`src/rtl/ggev_pkg.sv`:
```
`timescale 1ns / 1ps
`default_nettype none
// ----------------------------------------------------------------------------
// Gate grid evaluator package
// Command and gate codes, source tags and the small control structs that the
// grid sequencer shares with its storage and its gate unit.
// ----------------------------------------------------------------------------
package ggev_pkg;

    // Commands carried in the input stream's tuser field.
    localparam logic [2:0] CMD_CLEAR       = 3'd0;
    localparam logic [2:0] CMD_SET_GATE    = 3'd1;
    localparam logic [2:0] CMD_CONNECT     = 3'd2;
    localparam logic [2:0] CMD_WRITE_INPUT = 3'd3;
    localparam logic [2:0] CMD_BIND        = 3'd4;
    localparam logic [2:0] CMD_EVALUATE    = 3'd5;

    // Gate kinds; the two remaining codes produce zero.
    localparam logic [2:0] GATE_NAND = 3'd0;
    localparam logic [2:0] GATE_NOR  = 3'd1;
    localparam logic [2:0] GATE_XNOR = 3'd2;
    localparam logic [2:0] GATE_AND  = 3'd3;
    localparam logic [2:0] GATE_OR   = 3'd4;
    localparam logic [2:0] GATE_XOR  = 3'd5;

    // Tag in the top two bits of a stored source.
    localparam logic [1:0] SRC_NONE = 2'd0;
    localparam logic [1:0] SRC_CELL = 2'd1;
    localparam logic [1:0] SRC_EXT  = 2'd2;

    localparam logic [1:0] SLOT_FIRST = 2'd1;

    localparam int         EXT_COUNT   = 16;
    localparam int         EXT_IDX_W   = 4;
    localparam int         MAX_REPORTS = 8;
    localparam logic [7:0] BYTE_ONE    = 8'h01;
    localparam logic [7:0] BYTE_FULL   = 8'hFF;

    // Write enables into the cell store.
    typedef struct packed {
        logic gate;
        logic src_a;
        logic src_b;
        logic value;
    } t_store_we;

    // How one gate operand is to be picked in the evaluation stage.
    typedef struct packed {
        logic [1:0] kind;
        logic       self_rd;
        logic       fwd;
    } t_opnd_ctl;

endpackage
`default_nettype wire

```
`src/rtl/ggev_gate_unit.sv`:
```
`timescale 1ns / 1ps
`default_nettype none
// ----------------------------------------------------------------------------
// Gate grid evaluator gate unit
// Selects both operands of the cell under evaluation and applies its gate.
// ----------------------------------------------------------------------------
module ggev_gate_unit
    import ggev_pkg::*;
(
    input  logic [2:0] i_gate,
    input  t_opnd_ctl  i_ctl_a,
    input  t_opnd_ctl  i_ctl_b,
    input  logic [7:0] i_cell_a,
    input  logic [7:0] i_cell_b,
    input  logic [7:0] i_ext_a,
    input  logic [7:0] i_ext_b,
    input  logic [7:0] i_fwd_val,
    output logic [7:0] o_result
);

    logic [7:0] w_a;
    logic [7:0] w_b;

    // An external byte is taken as read. A cell that reads itself sees zero,
    // and a cell written in the same cycle as the read is taken from the
    // forwarded result.
    function automatic logic [7:0] pick(input t_opnd_ctl c, input logic [7:0] cell_val,
                                        input logic [7:0] ext, input logic [7:0] fwd);
        logic [7:0] v;
        if (c.kind == SRC_EXT) begin
            v = ext;
        end else if (c.self_rd) begin
            v = 8'h00;
        end else if (c.fwd) begin
            v = fwd;
        end else begin
            v = cell_val;
        end
        return v;
    endfunction

    assign w_a = pick(i_ctl_a, i_cell_a, i_ext_a, i_fwd_val);
    assign w_b = pick(i_ctl_b, i_cell_b, i_ext_b, i_fwd_val);

    always_comb begin
        if (i_ctl_a.kind == SRC_NONE || i_ctl_b.kind == SRC_NONE) begin
            o_result = 8'h00;
        end else begin
            case (i_gate)
                GATE_NAND: o_result = ~(w_a & w_b);
                GATE_NOR:  o_result = ~(w_a | w_b);
                GATE_XNOR: o_result = ~(w_a ^ w_b);
                GATE_AND:  o_result = w_a & w_b;
                GATE_OR:   o_result = w_a | w_b;
                GATE_XOR:  o_result = w_a ^ w_b;
                default:   o_result = 8'h00;
            endcase
        end
    end

endmodule
`default_nettype wire

```
`src/rtl/ggev_cell_store.sv`:
```
`timescale 1ns / 1ps
`default_nettype none
// ----------------------------------------------------------------------------
// Gate grid evaluator cell store
// Per-cell gate kind, two sources and output byte, with registered reads.
// ----------------------------------------------------------------------------
module ggev_cell_store
    import ggev_pkg::*;
#(
    parameter int CELLS  = 64,
    parameter int ADDR_W = $clog2(CELLS),
    parameter int SRCW   = 8
) (
    input  logic              i_clk,
    input  t_store_we         i_we,
    input  logic [ADDR_W-1:0] i_attr_addr,
    input  logic [2:0]        i_gate,
    input  logic [SRCW-1:0]   i_src_a,
    input  logic [SRCW-1:0]   i_src_b,
    input  logic [ADDR_W-1:0] i_val_wr_addr,
    input  logic [7:0]        i_val_wr_data,
    input  logic [ADDR_W-1:0] i_attr_rd_addr,
    input  logic [ADDR_W-1:0] i_val_rd_addr_a,
    input  logic [ADDR_W-1:0] i_val_rd_addr_b,
    output logic [2:0]        o_gate,
    output logic [SRCW-1:0]   o_src_a,
    output logic [SRCW-1:0]   o_src_b,
    output logic [7:0]        o_val_a,
    output logic [7:0]        o_val_b
);

    logic [2:0]      r_gate_mem  [CELLS];
    logic [SRCW-1:0] r_src_a_mem [CELLS];
    logic [SRCW-1:0] r_src_b_mem [CELLS];
    logic [7:0]      r_val_mem   [CELLS];

    // Reads return the contents from before a write in the same cycle.
    always_ff @(posedge i_clk) begin
        if (i_we.gate) begin
            r_gate_mem[i_attr_addr] <= i_gate;
        end
        o_gate <= r_gate_mem[i_attr_rd_addr];
    end

    always_ff @(posedge i_clk) begin
        if (i_we.src_a) begin
            r_src_a_mem[i_attr_addr] <= i_src_a;
        end
        o_src_a <= r_src_a_mem[i_attr_rd_addr];
    end

    always_ff @(posedge i_clk) begin
        if (i_we.src_b) begin
            r_src_b_mem[i_attr_addr] <= i_src_b;
        end
        o_src_b <= r_src_b_mem[i_attr_rd_addr];
    end

    always_ff @(posedge i_clk) begin
        if (i_we.value) begin
            r_val_mem[i_val_wr_addr] <= i_val_wr_data;
        end
        o_val_a <= r_val_mem[i_val_rd_addr_a];
        o_val_b <= r_val_mem[i_val_rd_addr_b];
    end

endmodule
`default_nettype wire

```
`src/rtl/gate_grid_evaluator_core.sv`:
```
`timescale 1ns / 1ps
`default_nettype none
// ----------------------------------------------------------------------------
// Gate grid evaluator core
// A grid of two-input byte gates that is built up by commands and evaluated
// column by column, reporting one bit per output row of the last column.
// ----------------------------------------------------------------------------
//
//  Channel    Direction  Transfer when              Payload
//  s_axis     in         tvalid & tready            tuser: command
//                                                   tdata: cell, slot, gate, input byte
//  m_axis     out        tvalid & tready            tdata: out_index, out_bit
//                                                   tlast: final bit of a run
//  cfg        in         i_cfg_we                   register index and value
//
// Set gate, connect, write input and unknown commands are handled in idle
// without leaving it. Bind writes the bound row pairs one after another, and
// clear sweeps every cell of the store. Evaluate issues one cell per cycle
// through the shared gate unit, fed from the cell store's registered read
// ports, then drains the pipeline, then reads, loads and sends each reported
// bit in turn, holding while the output stalls. After reset the block sweeps
// the cell store and accepts no command meanwhile; input tready is high only
// while the block is idle.
// ----------------------------------------------------------------------------
module gate_grid_evaluator_core
    import ggev_pkg::*;
#(
    parameter int GRID_COLS = 8,
    parameter int GRID_ROWS = 8
) (
    input  logic       i_clk,
    input  logic       i_rst_n,
    // Fields from bit 0 up: src_col[2:0], src_row[5:3], dst_col[8:6],
    // dst_row[11:9], input_slot[13:12], gate_code[16:14], input_index[20:17],
    // input_byte[28:21], zero fill[31:29].
    input  logic [31:0] i_s_axis_tdata,
    // Fields from bit 0 up: command[2:0].
    input  logic [2:0]  i_s_axis_tuser,
    input  logic        i_s_axis_tvalid,
    output logic        o_s_axis_tready,
    // Fields from bit 0 up: out_index[2:0], out_bit[3], zero fill[7:4].
    output logic [7:0]  o_m_axis_tdata,
    output logic        o_m_axis_tlast,
    output logic        o_m_axis_tvalid,
    input  logic        i_m_axis_tready,
    input  logic        i_cfg_we,
    input  logic [1:0]  i_cfg_addr,
    input  logic [4:0]  i_cfg_data
);

    localparam int CELLS = GRID_COLS * GRID_ROWS;
    localparam int CW    = $clog2(CELLS);
    localparam int COLW  = $clog2(GRID_COLS);
    localparam int ROWW  = (GRID_ROWS > 1) ? $clog2(GRID_ROWS) : 1;
    localparam int CCNTW = $clog2(GRID_COLS + 1);
    localparam int RCNTW = $clog2(GRID_ROWS + 1);
    localparam int IW    = (CW > EXT_IDX_W) ? CW : EXT_IDX_W;
    localparam int SRCW  = 2 + IW;

    localparam logic [1:0] CFG_COLS    = 2'd0;
    localparam logic [1:0] CFG_ROWS    = 2'd1;
    localparam logic [1:0] CFG_INPUTS  = 2'd2;
    localparam logic [1:0] CFG_OUTPUTS = 2'd3;

    localparam logic [2:0] ST_CLEAR = 3'd0;
    localparam logic [2:0] ST_IDLE  = 3'd1;
    localparam logic [2:0] ST_BIND  = 3'd2;
    localparam logic [2:0] ST_EVAL  = 3'd3;
    localparam logic [2:0] ST_DRAIN = 3'd4;
    localparam logic [2:0] ST_READ  = 3'd5;
    localparam logic [2:0] ST_LOAD  = 3'd6;
    localparam logic [2:0] ST_SEND  = 3'd7;

    // Input fields.
    logic [2:0] w_command;
    logic [2:0] w_src_col;
    logic [2:0] w_src_row;
    logic [2:0] w_dst_col;
    logic [2:0] w_dst_row;
    logic [1:0] w_slot;
    logic [2:0] w_gate_code;
    logic [3:0] w_input_index;
    logic [7:0] w_input_byte;

    assign w_command     = i_s_axis_tuser;
    assign w_src_col     = i_s_axis_tdata[2:0];
    assign w_src_row     = i_s_axis_tdata[5:3];
    assign w_dst_col     = i_s_axis_tdata[8:6];
    assign w_dst_row     = i_s_axis_tdata[11:9];
    assign w_slot        = i_s_axis_tdata[13:12];
    assign w_gate_code   = i_s_axis_tdata[16:14];
    assign w_input_index = i_s_axis_tdata[20:17];
    assign w_input_byte  = i_s_axis_tdata[28:21];

    // Configuration registers.
    logic [3:0] r_cols_cfg;
    logic [3:0] r_rows_cfg;
    logic [4:0] r_inputs_cfg;
    logic [3:0] r_outputs_cfg;

    always_ff @(posedge i_clk) begin
        if (!i_rst_n) begin
            r_cols_cfg    <= 4'd8;
            r_rows_cfg    <= 4'd8;
            r_inputs_cfg  <= 5'd2;
            r_outputs_cfg <= 4'd1;
        end else if (i_cfg_we) begin
            case (i_cfg_addr)
                CFG_COLS:    r_cols_cfg    <= i_cfg_data[3:0];
                CFG_ROWS:    r_rows_cfg    <= i_cfg_data[3:0];
                CFG_INPUTS:  r_inputs_cfg  <= i_cfg_data;
                CFG_OUTPUTS: r_outputs_cfg <= i_cfg_data[3:0];
                default:     ;
            endcase
        end
    end

    // Effective grid size, bound pair count and report count. The register
    // values are saturated into the grid and the count of reports is clipped
    // to the rows in use and to eight.
    logic [CCNTW-1:0] w_eff_cols;
    logic [RCNTW-1:0] w_eff_rows;
    logic [3:0]       w_pairs;
    logic [3:0]       w_reports;

    always_comb begin
        if (r_cols_cfg == 4'd0) begin
            w_eff_cols = CCNTW'(1);
        end else if (int'(r_cols_cfg) > GRID_COLS) begin
            w_eff_cols = CCNTW'(GRID_COLS);
        end else begin
            w_eff_cols = CCNTW'(r_cols_cfg);
        end

        if (r_rows_cfg == 4'd0) begin
            w_eff_rows = RCNTW'(1);
        end else if (int'(r_rows_cfg) > GRID_ROWS) begin
            w_eff_rows = RCNTW'(GRID_ROWS);
        end else begin
            w_eff_rows = RCNTW'(r_rows_cfg);
        end

        w_pairs = r_inputs_cfg[4:1];
        if (int'(w_pairs) > EXT_COUNT / 2) begin
            w_pairs = 4'(EXT_COUNT / 2);
        end
        if (int'(w_pairs) > int'(w_eff_rows)) begin
            w_pairs = 4'(w_eff_rows);
        end

        w_reports = r_outputs_cfg;
        if (int'(w_reports) > int'(w_eff_rows)) begin
            w_reports = 4'(w_eff_rows);
        end
        if (int'(w_reports) > MAX_REPORTS) begin
            w_reports = 4'(MAX_REPORTS);
        end
    end

    // Sequencer state and counters.
    logic [2:0]      r_state;
    logic [2:0]      n_state;
    logic [CW-1:0]   r_idx;     // clear sweep and bind row
    logic [COLW-1:0] r_col;
    logic [ROWW-1:0] r_row;
    logic [CW-1:0]   r_base;    // first cell of the current column
    logic [2:0]      r_oidx;

    // Evaluation pipeline: stage one holds the cell's attributes coming out
    // of the store, stage two holds its operands and runs the gate unit.
    logic            r_v1;
    logic [CW-1:0]   r_k1;
    logic            r_v2;
    logic [CW-1:0]   r_k2;
    logic [2:0]      r_gate2;
    t_opnd_ctl       r_ctl_a2;
    t_opnd_ctl       r_ctl_b2;
    logic [7:0]      r_fwd_val;

    // Output register.
    logic            r_m_valid;
    logic [2:0]      r_out_index;
    logic            r_out_bit;
    logic            r_out_last;

    // External input bytes with per-entry valid bits so reset reads as zero.
    logic [7:0]           r_ext_mem [EXT_COUNT];
    logic [EXT_COUNT-1:0] r_ext_vld;
    logic [7:0]           r_ext_a;
    logic [7:0]           r_ext_b;

    logic w_accept;
    logic w_dst_ok;
    logic w_src_ok;
    logic [CW-1:0] w_dst_idx;
    logic [CW-1:0] w_src_idx;
    logic [CW-1:0] w_issue_k;
    logic w_last_row;
    logic w_last_col;
    logic w_sweep_last;
    logic w_bind_last;

    assign o_s_axis_tready = (r_state == ST_IDLE);
    assign w_accept        = i_s_axis_tvalid && o_s_axis_tready;

    assign w_dst_ok  = (int'(w_dst_col) < GRID_COLS) && (int'(w_dst_row) < GRID_ROWS);
    assign w_src_ok  = (int'(w_src_col) < GRID_COLS) && (int'(w_src_row) < GRID_ROWS);
    assign w_dst_idx = CW'(int'(w_dst_col) * GRID_ROWS + int'(w_dst_row));
    assign w_src_idx = CW'(int'(w_src_col) * GRID_ROWS + int'(w_src_row));

    assign w_issue_k    = r_base + CW'(r_row);
    assign w_last_row   = (int'(r_row) + 1 == int'(w_eff_rows));
    assign w_last_col   = (int'(r_col) + 1 == int'(w_eff_cols));
    assign w_sweep_last = (int'(r_idx) == CELLS - 1);
    assign w_bind_last  = (int'(r_idx) + 1 == int'(w_pairs));

    // Store interface.
    t_store_we       w_we;
    logic [CW-1:0]   w_attr_addr;
    logic [2:0]      w_gate_wr;
    logic [SRCW-1:0] w_src_a_wr;
    logic [SRCW-1:0] w_src_b_wr;
    logic [CW-1:0]   w_val_wr_addr;
    logic [7:0]      w_val_wr_data;
    logic [CW-1:0]   w_val_rd_a;
    logic [2:0]      w_gate1;
    logic [SRCW-1:0] w_src_a1;
    logic [SRCW-1:0] w_src_b1;
    logic [7:0]      w_cell_a;
    logic [7:0]      w_cell_b;
    logic [7:0]      w_result;

    logic [1:0]    w_kind_a1;
    logic [1:0]    w_kind_b1;
    logic [CW-1:0] w_idx_a1;
    logic [CW-1:0] w_idx_b1;
    t_opnd_ctl     w_ctl_a1;
    t_opnd_ctl     w_ctl_b1;

    assign w_kind_a1 = w_src_a1[SRCW-1 -: 2];
    assign w_kind_b1 = w_src_b1[SRCW-1 -: 2];
    assign w_idx_a1  = w_src_a1[CW-1:0];
    assign w_idx_b1  = w_src_b1[CW-1:0];

    // A cell reading itself sees zero; a cell read while the stage-two cell
    // is being written takes the value leaving the gate unit.
    always_comb begin
        w_ctl_a1.kind    = w_kind_a1;
        w_ctl_a1.self_rd = (w_kind_a1 == SRC_CELL) && (w_idx_a1 == r_k1);
        w_ctl_a1.fwd     = (w_kind_a1 == SRC_CELL) && r_v2 && (w_idx_a1 == r_k2);
        w_ctl_b1.kind    = w_kind_b1;
        w_ctl_b1.self_rd = (w_kind_b1 == SRC_CELL) && (w_idx_b1 == r_k1);
        w_ctl_b1.fwd     = (w_kind_b1 == SRC_CELL) && r_v2 && (w_idx_b1 == r_k2);
    end

    // Store write steering: clear sweep, bind, command writes from idle and
    // the evaluation result.
    always_comb begin
        w_we          = '0;
        w_attr_addr   = w_dst_idx;
        w_gate_wr     = w_gate_code;
        w_src_a_wr    = {SRC_CELL, IW'(w_src_idx)};
        w_src_b_wr    = {SRC_CELL, IW'(w_src_idx)};
        w_val_wr_addr = r_k2;
        w_val_wr_data = w_result;
        w_we.value    = r_v2;

        case (r_state)
            ST_CLEAR: begin
                w_we          = '1;
                w_attr_addr   = r_idx;
                w_gate_wr     = GATE_NAND;
                w_src_a_wr    = {SRC_NONE, IW'(0)};
                w_src_b_wr    = {SRC_NONE, IW'(0)};
                w_val_wr_addr = r_idx;
                w_val_wr_data = 8'h00;
            end
            ST_BIND: begin
                w_we.src_a  = 1'b1;
                w_we.src_b  = 1'b1;
                w_attr_addr = r_idx;
                w_src_a_wr  = {SRC_EXT, IW'(2 * int'(r_idx))};
                w_src_b_wr  = {SRC_EXT, IW'(2 * int'(r_idx) + 1)};
            end
            ST_IDLE: begin
                if (w_accept && w_command == CMD_SET_GATE) begin
                    w_we.gate = w_dst_ok;
                end
                if (w_accept && w_command == CMD_CONNECT && w_dst_ok && w_src_ok) begin
                    w_we.src_a = (w_slot == SLOT_FIRST);
                    w_we.src_b = (w_slot != SLOT_FIRST);
                end
            end
            default: ;
        endcase
    end

    // Port A also serves the reporting reads of the last column in use.
    assign w_val_rd_a = (r_state == ST_READ) ? (r_base + CW'(r_oidx)) : w_idx_a1;

    ggev_cell_store #(
        .CELLS  (CELLS),
        .ADDR_W (CW),
        .SRCW   (SRCW)
    ) u_store (
        .i_clk           (i_clk),
        .i_we            (w_we),
        .i_attr_addr     (w_attr_addr),
        .i_gate          (w_gate_wr),
        .i_src_a         (w_src_a_wr),
        .i_src_b         (w_src_b_wr),
        .i_val_wr_addr   (w_val_wr_addr),
        .i_val_wr_data   (w_val_wr_data),
        .i_attr_rd_addr  (w_issue_k),
        .i_val_rd_addr_a (w_val_rd_a),
        .i_val_rd_addr_b (w_idx_b1),
        .o_gate          (w_gate1),
        .o_src_a         (w_src_a1),
        .o_src_b         (w_src_b1),
        .o_val_a         (w_cell_a),
        .o_val_b         (w_cell_b)
    );

    ggev_gate_unit u_gate (
        .i_gate    (r_gate2),
        .i_ctl_a   (r_ctl_a2),
        .i_ctl_b   (r_ctl_b2),
        .i_cell_a  (w_cell_a),
        .i_cell_b  (w_cell_b),
        .i_ext_a   (r_ext_a),
        .i_ext_b   (r_ext_b),
        .i_fwd_val (r_fwd_val),
        .o_result  (w_result)
    );

    // External bytes: written from idle, read by stage one for stage two.
    always_ff @(posedge i_clk) begin
        if (w_accept && w_command == CMD_WRITE_INPUT) begin
            r_ext_mem[w_input_index] <= (w_input_byte == BYTE_ONE) ? BYTE_FULL : w_input_byte;
        end
        r_ext_a <= r_ext_vld[w_src_a1[EXT_IDX_W-1:0]] ?
                   r_ext_mem[w_src_a1[EXT_IDX_W-1:0]] : 8'h00;
        r_ext_b <= r_ext_vld[w_src_b1[EXT_IDX_W-1:0]] ?
                   r_ext_mem[w_src_b1[EXT_IDX_W-1:0]] : 8'h00;
    end

    always_ff @(posedge i_clk) begin
        if (!i_rst_n) begin
            r_ext_vld <= '0;
        end else if (w_accept && w_command == CMD_WRITE_INPUT) begin
            r_ext_vld[w_input_index] <= 1'b1;
        end
    end

    // Next state.
    always_comb begin
        n_state = r_state;
        case (r_state)
            ST_CLEAR: begin
                if (w_sweep_last) begin
                    n_state = ST_IDLE;
                end
            end
            ST_IDLE: begin
                if (w_accept) begin
                    case (w_command)
                        CMD_CLEAR:    n_state = ST_CLEAR;
                        CMD_BIND:     n_state = (w_pairs != 4'd0) ? ST_BIND : ST_IDLE;
                        CMD_EVALUATE: n_state = ST_EVAL;
                        default:      n_state = ST_IDLE;
                    endcase
                end
            end
            ST_BIND: begin
                if (w_bind_last) begin
                    n_state = ST_IDLE;
                end
            end
            ST_EVAL: begin
                if (w_last_row && w_last_col) begin
                    n_state = ST_DRAIN;
                end
            end
            ST_DRAIN: begin
                if (!r_v1 && !r_v2) begin
                    n_state = (w_reports == 4'd0) ? ST_IDLE : ST_READ;
                end
            end
            ST_READ:  n_state = ST_LOAD;
            ST_LOAD:  n_state = ST_SEND;
            ST_SEND: begin
                if (i_m_axis_tready) begin
                    n_state = r_out_last ? ST_IDLE : ST_READ;
                end
            end
            default:  n_state = ST_IDLE;
        endcase
    end

    // Control registers.
    always_ff @(posedge i_clk) begin
        if (!i_rst_n) begin
            r_state   <= ST_CLEAR;
            r_idx     <= '0;
            r_v1      <= 1'b0;
            r_v2      <= 1'b0;
            r_m_valid <= 1'b0;
            r_col     <= '0;
            r_row     <= '0;
            r_base    <= '0;
            r_oidx    <= '0;
        end else begin
            r_state <= n_state;
            r_v1    <= (r_state == ST_EVAL);
            r_v2    <= r_v1;

            case (r_state)
                ST_CLEAR, ST_BIND: begin
                    r_idx <= r_idx + CW'(1);
                end
                ST_IDLE: begin
                    r_idx  <= '0;
                    r_col  <= '0;
                    r_row  <= '0;
                    r_base <= '0;
                    r_oidx <= '0;
                end
                ST_EVAL: begin
                    // The last column's base is kept for the reporting reads.
                    if (!w_last_row) begin
                        r_row <= r_row + ROWW'(1);
                    end else if (!w_last_col) begin
                        r_row  <= '0;
                        r_col  <= r_col + COLW'(1);
                        r_base <= r_base + CW'(GRID_ROWS);
                    end
                end
                ST_LOAD: begin
                    r_m_valid <= 1'b1;
                end
                ST_SEND: begin
                    if (i_m_axis_tready) begin
                        r_m_valid <= 1'b0;
                        r_oidx    <= r_oidx + 3'd1;
                    end
                end
                default: ;
            endcase
        end
    end

    // Pipeline and output payload.
    always_ff @(posedge i_clk) begin
        r_k1      <= w_issue_k;
        r_k2      <= r_k1;
        r_gate2   <= w_gate1;
        r_ctl_a2  <= w_ctl_a1;
        r_ctl_b2  <= w_ctl_b1;
        r_fwd_val <= w_result;
        if (r_state == ST_LOAD) begin
            r_out_index <= r_oidx;
            r_out_bit   <= (w_cell_a == BYTE_FULL);
            r_out_last  <= (int'(r_oidx) + 1 == int'(w_reports));
        end
    end

    assign o_m_axis_tvalid = r_m_valid;
    assign o_m_axis_tdata  = {4'b0000, r_out_bit, r_out_index};
    assign o_m_axis_tlast  = r_out_last;

    // No command is taken while cells are in flight or a bit is on offer.
    a_idle_quiet : assert property (@(posedge i_clk) disable iff (!i_rst_n)
        o_s_axis_tready |-> (!o_m_axis_tvalid && !r_v1 && !r_v2))
        else $error("command accepted while evaluation or reporting is active");

    // The final bit of a run returns the block to idle.
    a_last_idle : assert property (@(posedge i_clk) disable iff (!i_rst_n)
        (o_m_axis_tvalid && i_m_axis_tready && o_m_axis_tlast) |=> o_s_axis_tready)
        else $error("block not idle after the final report transfer");

    // A gate evaluation only follows an attribute read in the previous cycle.
    a_pipe_order : assert property (@(posedge i_clk) disable iff (!i_rst_n)
        r_v2 |-> ($past(r_v1) && (r_state == ST_EVAL || r_state == ST_DRAIN)))
        else $error("evaluation stage active without its attribute read");

endmodule
`default_nettype wire

```
`config.mk`:
```
export PLATFORM = sky130hd
export DESIGN_NAME = gate_grid_evaluator_core
export DESIGN_NICKNAME = d
export VERILOG_FILES = /design/src/rtl/ggev_pkg.sv /design/src/rtl/ggev_gate_unit.sv /design/src/rtl/ggev_cell_store.sv /design/src/rtl/gate_grid_evaluator_core.sv
export SDC_FILE = /design/constraint.sdc
export NUM_CORES = 2
export LEC_CHECK = 0
export BUFFER_PORTS_ARGS = -buffer_cell sky130_fd_sc_hd__buf_2
export CORE_MARGIN = 8
export CORE_UTILIZATION = 60
export CTS_CLUSTER_DIAMETER = 80
export DETAILED_ROUTE_END_ITERATION = 8
export GPL_ROUTABILITY_DRIVEN = 0
export MAX_ROUTING_LAYER = met4
export PLACE_DENSITY = 0.76
export SYNTH_ARGS = -nofsm -noshare
export SYNTH_HDL_FRONTEND = slang
export SYNTH_SLANG_ARGS = --single-unit
```
`constraint.sdc`:
```
create_clock -name i_clk -period 16.1 [get_ports i_clk]
set_input_delay 0.805 -clock i_clk [delete_from_list [all_inputs] [get_ports i_clk]]
set_output_delay 0.805 -clock i_clk [all_outputs]
set_load 0.005 [all_outputs]
```
# Word-level counts from Yosys, hierarchy flattened
# Memories as Yosys holds them, arrays and structs flattened. A register that Yosys moved wholly into a read port is not among the register bits.
# Index checks and enable logic that the tools add are counted.
[word_totals]
register_bits = 96
mem_bits_rw = 1856
n_memories = 5
output_inout_bits = 11
input_bits = 47
word_cells = 221
[memory_table]
columns = ["memory", "words", "word_bits", "read_ports", "rd_ports_with_merged_regs", "wr", "line", "rtl"]
rows = [
  ["u_store.r_src_a_mem", 64, 8, 1, 1, 1, "ggev_cell_store.sv:33", "logic [SRCW-1:0] r_src_a_mem [CELLS];"],
  ["u_store.r_src_b_mem", 64, 8, 1, 1, 1, "ggev_cell_store.sv:34", "logic [SRCW-1:0] r_src_b_mem [CELLS];"],
  ["u_store.r_val_mem", 64, 8, 2, 2, 1, "ggev_cell_store.sv:35", "logic [7:0] r_val_mem [CELLS];"],
  ["u_store.r_gate_mem", 64, 3, 1, 1, 1, "ggev_cell_store.sv:32", "logic [2:0] r_gate_mem [CELLS];"],
  ["r_ext_mem", 16, 8, 2, 2, 1, "gate_grid_evaluator_core.sv:187", "logic [7:0] r_ext_mem [EXT_COUNT];"],
]
[classes]
eq_ne = 46
reduce_logical = 42
n_bitwise = 7
order_cmp = 10
n_addsub = 14
muxes = 70
[op_table]
columns = ["op", "n"]
rows = [
  ["8-bit 2-to-1 mux", 9],
  ["8-bit one-hot mux with 6 select lines", 1],
  ["3-bit 2-to-1 mux", 14],
  ["4-bit 2-to-1 mux", 8],
  ["8-bit one-hot mux with 2 select lines", 2],
  ["6-bit 2-to-1 mux", 5],
  ["6-bit by 3-bit adder with 6-bit output", 4],
  ["3-bit == test (second input constant)", 8],
  ["6-bit == test", 4],
  ["8-bit NOT", 3],
  ["3-bit one-hot mux with 8 select lines", 1],
  ["6-bit one-hot mux with 2 select lines", 2],
  ["3-bit by 2-bit == test with 1-bit output (second input constant)", 6],
  ["3-bit one-hot mux with 2 select lines", 3],
  ["4-bit greater-than comparator (second input constant)", 4],
  ["1-bit 2-to-1 mux", 16],
  ["16-bit OR", 1],
  ["4-bit by 5-bit less-than comparator with 1-bit output (second input constant)", 3],
  ["2-bit inequality test (second input constant)", 7],
  ["2-bit AND reduction", 7],
  ["1-bit logical AND", 13],
  ["3-bit by 1-bit adder with 4-bit output (second input constant)", 3],
  ["6-bit by 1-bit adder with 6-bit output (second input constant)", 2],
  ["4-bit == test", 3],
  ["33 further kinds", 60],
]

# Longest topological paths before layout
[depth]
ltp_word = 11
mapped_depth = 14
ltp_nobuf = 12

# Modules after synthesis
# From an unflattened synthesis, not the netlist that was laid out.
[unflattened]
hier_cells = 4535
area_unflattened_um2 = 84375.9
[by_module_without_submodules]
columns = ["mod", "n_inst", "seq_area_each_um2", "area_per_inst_um2", "cells_each"]
rows = [
  ["ggev_cell_store", 1, 52590.4, 71945.3, 3510],
  ["gate_grid_evaluator_core", 1, 6055.8, 11232.0, 844],
  ["ggev_gate_unit", 1, 0.0, 1198.6, 181],
]

# Worst setup path after synthesis
# OpenSTA, ideal clock, no wires.
[synth_timing]
path_kind = "register to register"
from = "reg r_state[2]"
to = "mem u_store.r_src_a_mem[0][2] (data pin)"
required_ns = 14.876
setup_time_ns = 1.224
stages_incl_launch_ff = 7
arrival_ns = 8.001
synth_period_minus_slack_ns = 9.225
n_path_buf = 3
slack_ns = 6.875
cell_sequence = "dfxtp_1 > buf_2 > nor2_2 > clkinv_1 > buf_1 > clkbuf_1 > o31ai_1"
[synth_via]
elab_chain_len = 2
word_cells_on_any_way = 3
classes_between = "eq/ne (1); mux (1); reduce/logical (1)"
[synth_lines]
columns = ["element", "line", "rtl"]
rows = [
  ["start: declaration", "gate_grid_evaluator_core.sv:161", "logic [2:0] r_state;"],
  ["start signal: assignment", "gate_grid_evaluator_core.sv:413", "r_state <= n_state;"],
  ["3-bit by 2-bit == test with 1-bit output / 3-bit logical NOT (equally long branches)", "gate_grid_evaluator_core.sv:268", "case (r_state)"],
  ["8-bit one-hot mux with 2 select lines *", "gate_grid_evaluator_core.sv:268", ""],
  ["net u_store.i_src_a[2]", "ggev_cell_store.sv:18", "input logic [SRCW-1:0] i_src_a,"],
  ["end: declaration", "ggev_cell_store.sv:33", ""],
]
# The timed path passes the listed nets; every way through them passes the cells marked *.

# Worst setup path after layout
[layout_timing]
from = "reg r_row[0]"
to = "reg u_store.o_src_a[7], read port of u_store.r_src_a_mem"
[layout_via]
elab_chain_len = 1
[layout_lines]
columns = ["element", "line", "rtl"]
rows = [
  ["start: declaration", "gate_grid_evaluator_core.sv:165", "logic [ROWW-1:0] r_row;"],
  ["start signal: assignment", "gate_grid_evaluator_core.sv:431", "r_row <= r_row + ROWW'(1);"],
  ["6-bit by 3-bit adder with 6-bit output", "gate_grid_evaluator_core.sv:211", "assign w_issue_k = r_base + CW'(r_row);"],
  ["end: declaration", "ggev_cell_store.sv:26", "output logic [SRCW-1:0] o_src_a,"],
]
# Every way passes these cells.
# A chain may end at the register's enable or synchronous reset.

==> impl_metrics.py <==
metrics = {
    "clocking": {
        "clockBufferDepth": 3,
        "clk_pin_slew_ns": 0.06,
        "cts_buffers": 192,
        "post-cts-setup-buffers": 0,
        "hold_buffers": 0,
        "htree_levels": 4,
        "post_cts_resized": 0,
        "clock_sinks": 1999,
        "clkLatencyLatePin_ns": 0.84,
        "root_buffer": "clkbuf_16",
        "cts_tree": "done",
    },
    "power": {
        "power_density_mw_per_mm2": 162.3,
        "peakVddDrop_v": 0.0001361,
        "total_power_mw": 15.17,
        "power.leakage_nw": 29.48,
    },
    "sta": {
        "fmax_ghz": 0.1863,
        "relSlewSlack_pct": 9.969,
        "finClkSkew_ns": 0.04284,
        "min_period_ns": 5.367,
        "hold_viol": 0,
        "period_share_pct": 33.33,
        "setup_ws_ns": 10.73,
        "finalSetupTns_ns": 0,
        "setup_viol": 0,
        "worst_pin_slew_ns": 1.350,
        "final_max_slew_viol_count": 0,
        "rsz0062_at_grt": "no",
    },
    "grt": {
        "antenna_found_initial": 18,
        "grtUsageTotal_pct": 28.26,
        "gr-total-overflow": 0,
        "grt_pass1_vias": 47960,
        "grt_pass1_wl_um": 313600,
        "grt_max_degree": 153,
    },
    "place": {
        "post-dp-hpwl_um": 129500,
        "io_buffers": 50,
        "dpl_worst_slack_ns": 10.69,
        "dp.cells": 6920,
    },
    "yosys": {
        "syn_area_per_cell_um2": 16.30,
        "synth_area_leader_cell": "edfxtp_1",
        "yosysWarnings": 0,
        "synth_common_cells": "edfxtp_1, nand2_1, mux4_2",
        "ys.flop_type": "edfxtp_1",
        "ys_ff_latch": 1999,
        "synth_xor_area_share_pct": 0.4076,
        "synth-simple-area-share_pct": 5.925,
        "synth_fa_ha_area_share_pct": 0.4252,
        "synthArstFlopShare_pct": 0,
        "synth.area.top_cells": "edfxtp_1, mux4_2, mux2i_1, dfxtp_1, nand2_1",
        "synth_top_area_share_pct": 65.48,
        "synthesis.area_mm2": 0.08534,
        "yosysSeqAreaShare_pct": 68.72,
        "synth_top_family_by_area": "multiplexers",
        "synth_cells": 5237,
        "synth-edff-count": 1861,
        "yosysMostFrequentCell": "edfxtp_1",
        "synth_compound_area_share_pct": 5.055,
        "muxShareOfSynthArea_pct": 17.55,
        "ys_types": 81,
    },
    "critical_path": {
        "worstSetupPathType": "flip-flop to flip-flop",
        "crit_path_max_fanout": 122,
        "start_kind": "flip-flop",
        "cp-end-kind": "flip-flop",
        "worstPathRequired_ns": 16.79,
        "cp.arrival_ns": 6.06,
    },
    "drt": {
        "vias": 49180,
        "drtIter0Drc": 6954,
        "ant_nets": 0,
        "wirelength_um": 213700,
        "dr.pass1.iters": 9,
        "wl_per_cell_um": 29.35,
        "drc": 0,
        "routed_via_density": 6.752,
    },
    "cells_and_area": {
        "fill_cells": 9177,
        "nNetsFinal": 5300,
        "area_delta_synth_final_pct": 9.531,
        "fin_cells": 7283,
        "drive_gt1_share_pct": 18.14,
    },
    "floorplanning": {
        "fp-row-count": 138,
        "start_util_pct": 60.35,
        "die_height_um": 393.1,
        "die-area_mm2": 0.1546,
        "coreArea_mm2": 0.1414,
        "ios": 58,
        "fp.dieW_um": 393.1,
    },
    "worst_hold_path": {
        "hp-class": "input port to flip-flop",
    },
    "status": {
        "status": "finished, final reports clean",
    },
    "run": {
        "maxCapViolCount": 0,
    },
}
cells in the final DEF, fill, tap and decap left out, types with 90 or more instances in the layout:
cell / count
a21oi_1: 238
clkbuf_16: 197
dfxtp_1: 127
edfxtp_1: 1861
mux2i_1: 405
mux4_2: 441
nand2_1: 484
nand3_1: 151
nor2_1: 372
o21ai_0: 123
o22ai_1: 90
registers in the layout, indices dropped and copies added, names as in the netlist, 16 cells and up:
| signal | count |
|---|---|
| u_store.r_gate_mem | 192 |
| u_store.r_val_mem | 512 |
| r_ext_vld | 16 |
| r_ext_mem | 128 |
| u_store.r_src_b_mem | 512 |
| u_store.r_src_a_mem | 512 |
logic make-up after synthesis:
logic type | Yosys count
AO/OA/AOI/OAI | 683
AND/OR/NAND/NOR | 1177
XOR/XNOR | 38
flip-flops | 1999
buffers and inverters | 376
other | 1
adder cells (fa/ha/maj) | 29
multiplexers | 934
layout make-up:
class                           instances  area, um^2  area share (%)
Antenna cell                           14       35.03         0.03748
Clock buffer                          233        5085           5.440
Clock inverter                        116        1044           1.116
Inverter                               43       166.4          0.1780
Multi-Input combinational cell       2865       25220           26.98
Sequential cell                      1999       58680           62.78
Tap cell                             1890        2365           2.530
Timing Repair Buffer                  123       885.9          0.9477
through the flow:
step	util [%]	hold slack [ns]	instance area, um^2
2_1_floorplan	-	0.3096	85350
3_3_place_gp	61.74	0.3404	87310
3_5_place_dp	61.74	0.3490	87310
4_1_cts	66.08	0.1836	93440
5_1_grt	66.10	0.2233	93470
6_report	66.10	0.2284	93480
worst max-delay path, stage by stage (launching register included):
cell and delay [ns]:
dfxtp_4 0.95, buf_12 0.59, buf_12 0.68, buf_4 0.94
mux2_2 0.42, a21oi_1 0.19, o21ai_0 0.21, o22ai_1 0.19
a21oi_1 0.13, mux4_2 0.59
final timing paths:
kind / start / to / slack (ns) / depth (start not counted)
min: i_cfg_data[4] / r_inputs_cfg[4] / 0.23 / 3
max reg2reg: r_row[0] / u_store.o_src_a[7] / 10.73 / 9
max: r_row[0] / u_store.o_src_a[7] / 10.73 / 9
min reg2reg: u_store.o_src_b[6] / r_ctl_b2[2] / 0.36 / 0
metal layers:
metal,global-route usage [%],part of all wire (%),vias up
li1,-,-,20710
met1,38.43,38,24810
met2,41.51,46,3172
met3,8.231,12,486
met4,9.443,3.6,0
met5,-,0,-
power by group:
group	switching (mW)	total (mW)	internal (mW)
combinational	2.71	4.21	1.50
clock	1.94	4.40	2.46
sequential	0.218	6.56	6.34
total	4.86	15.2	10.3
Note: power is estimated with default switching activity, not from simulation.
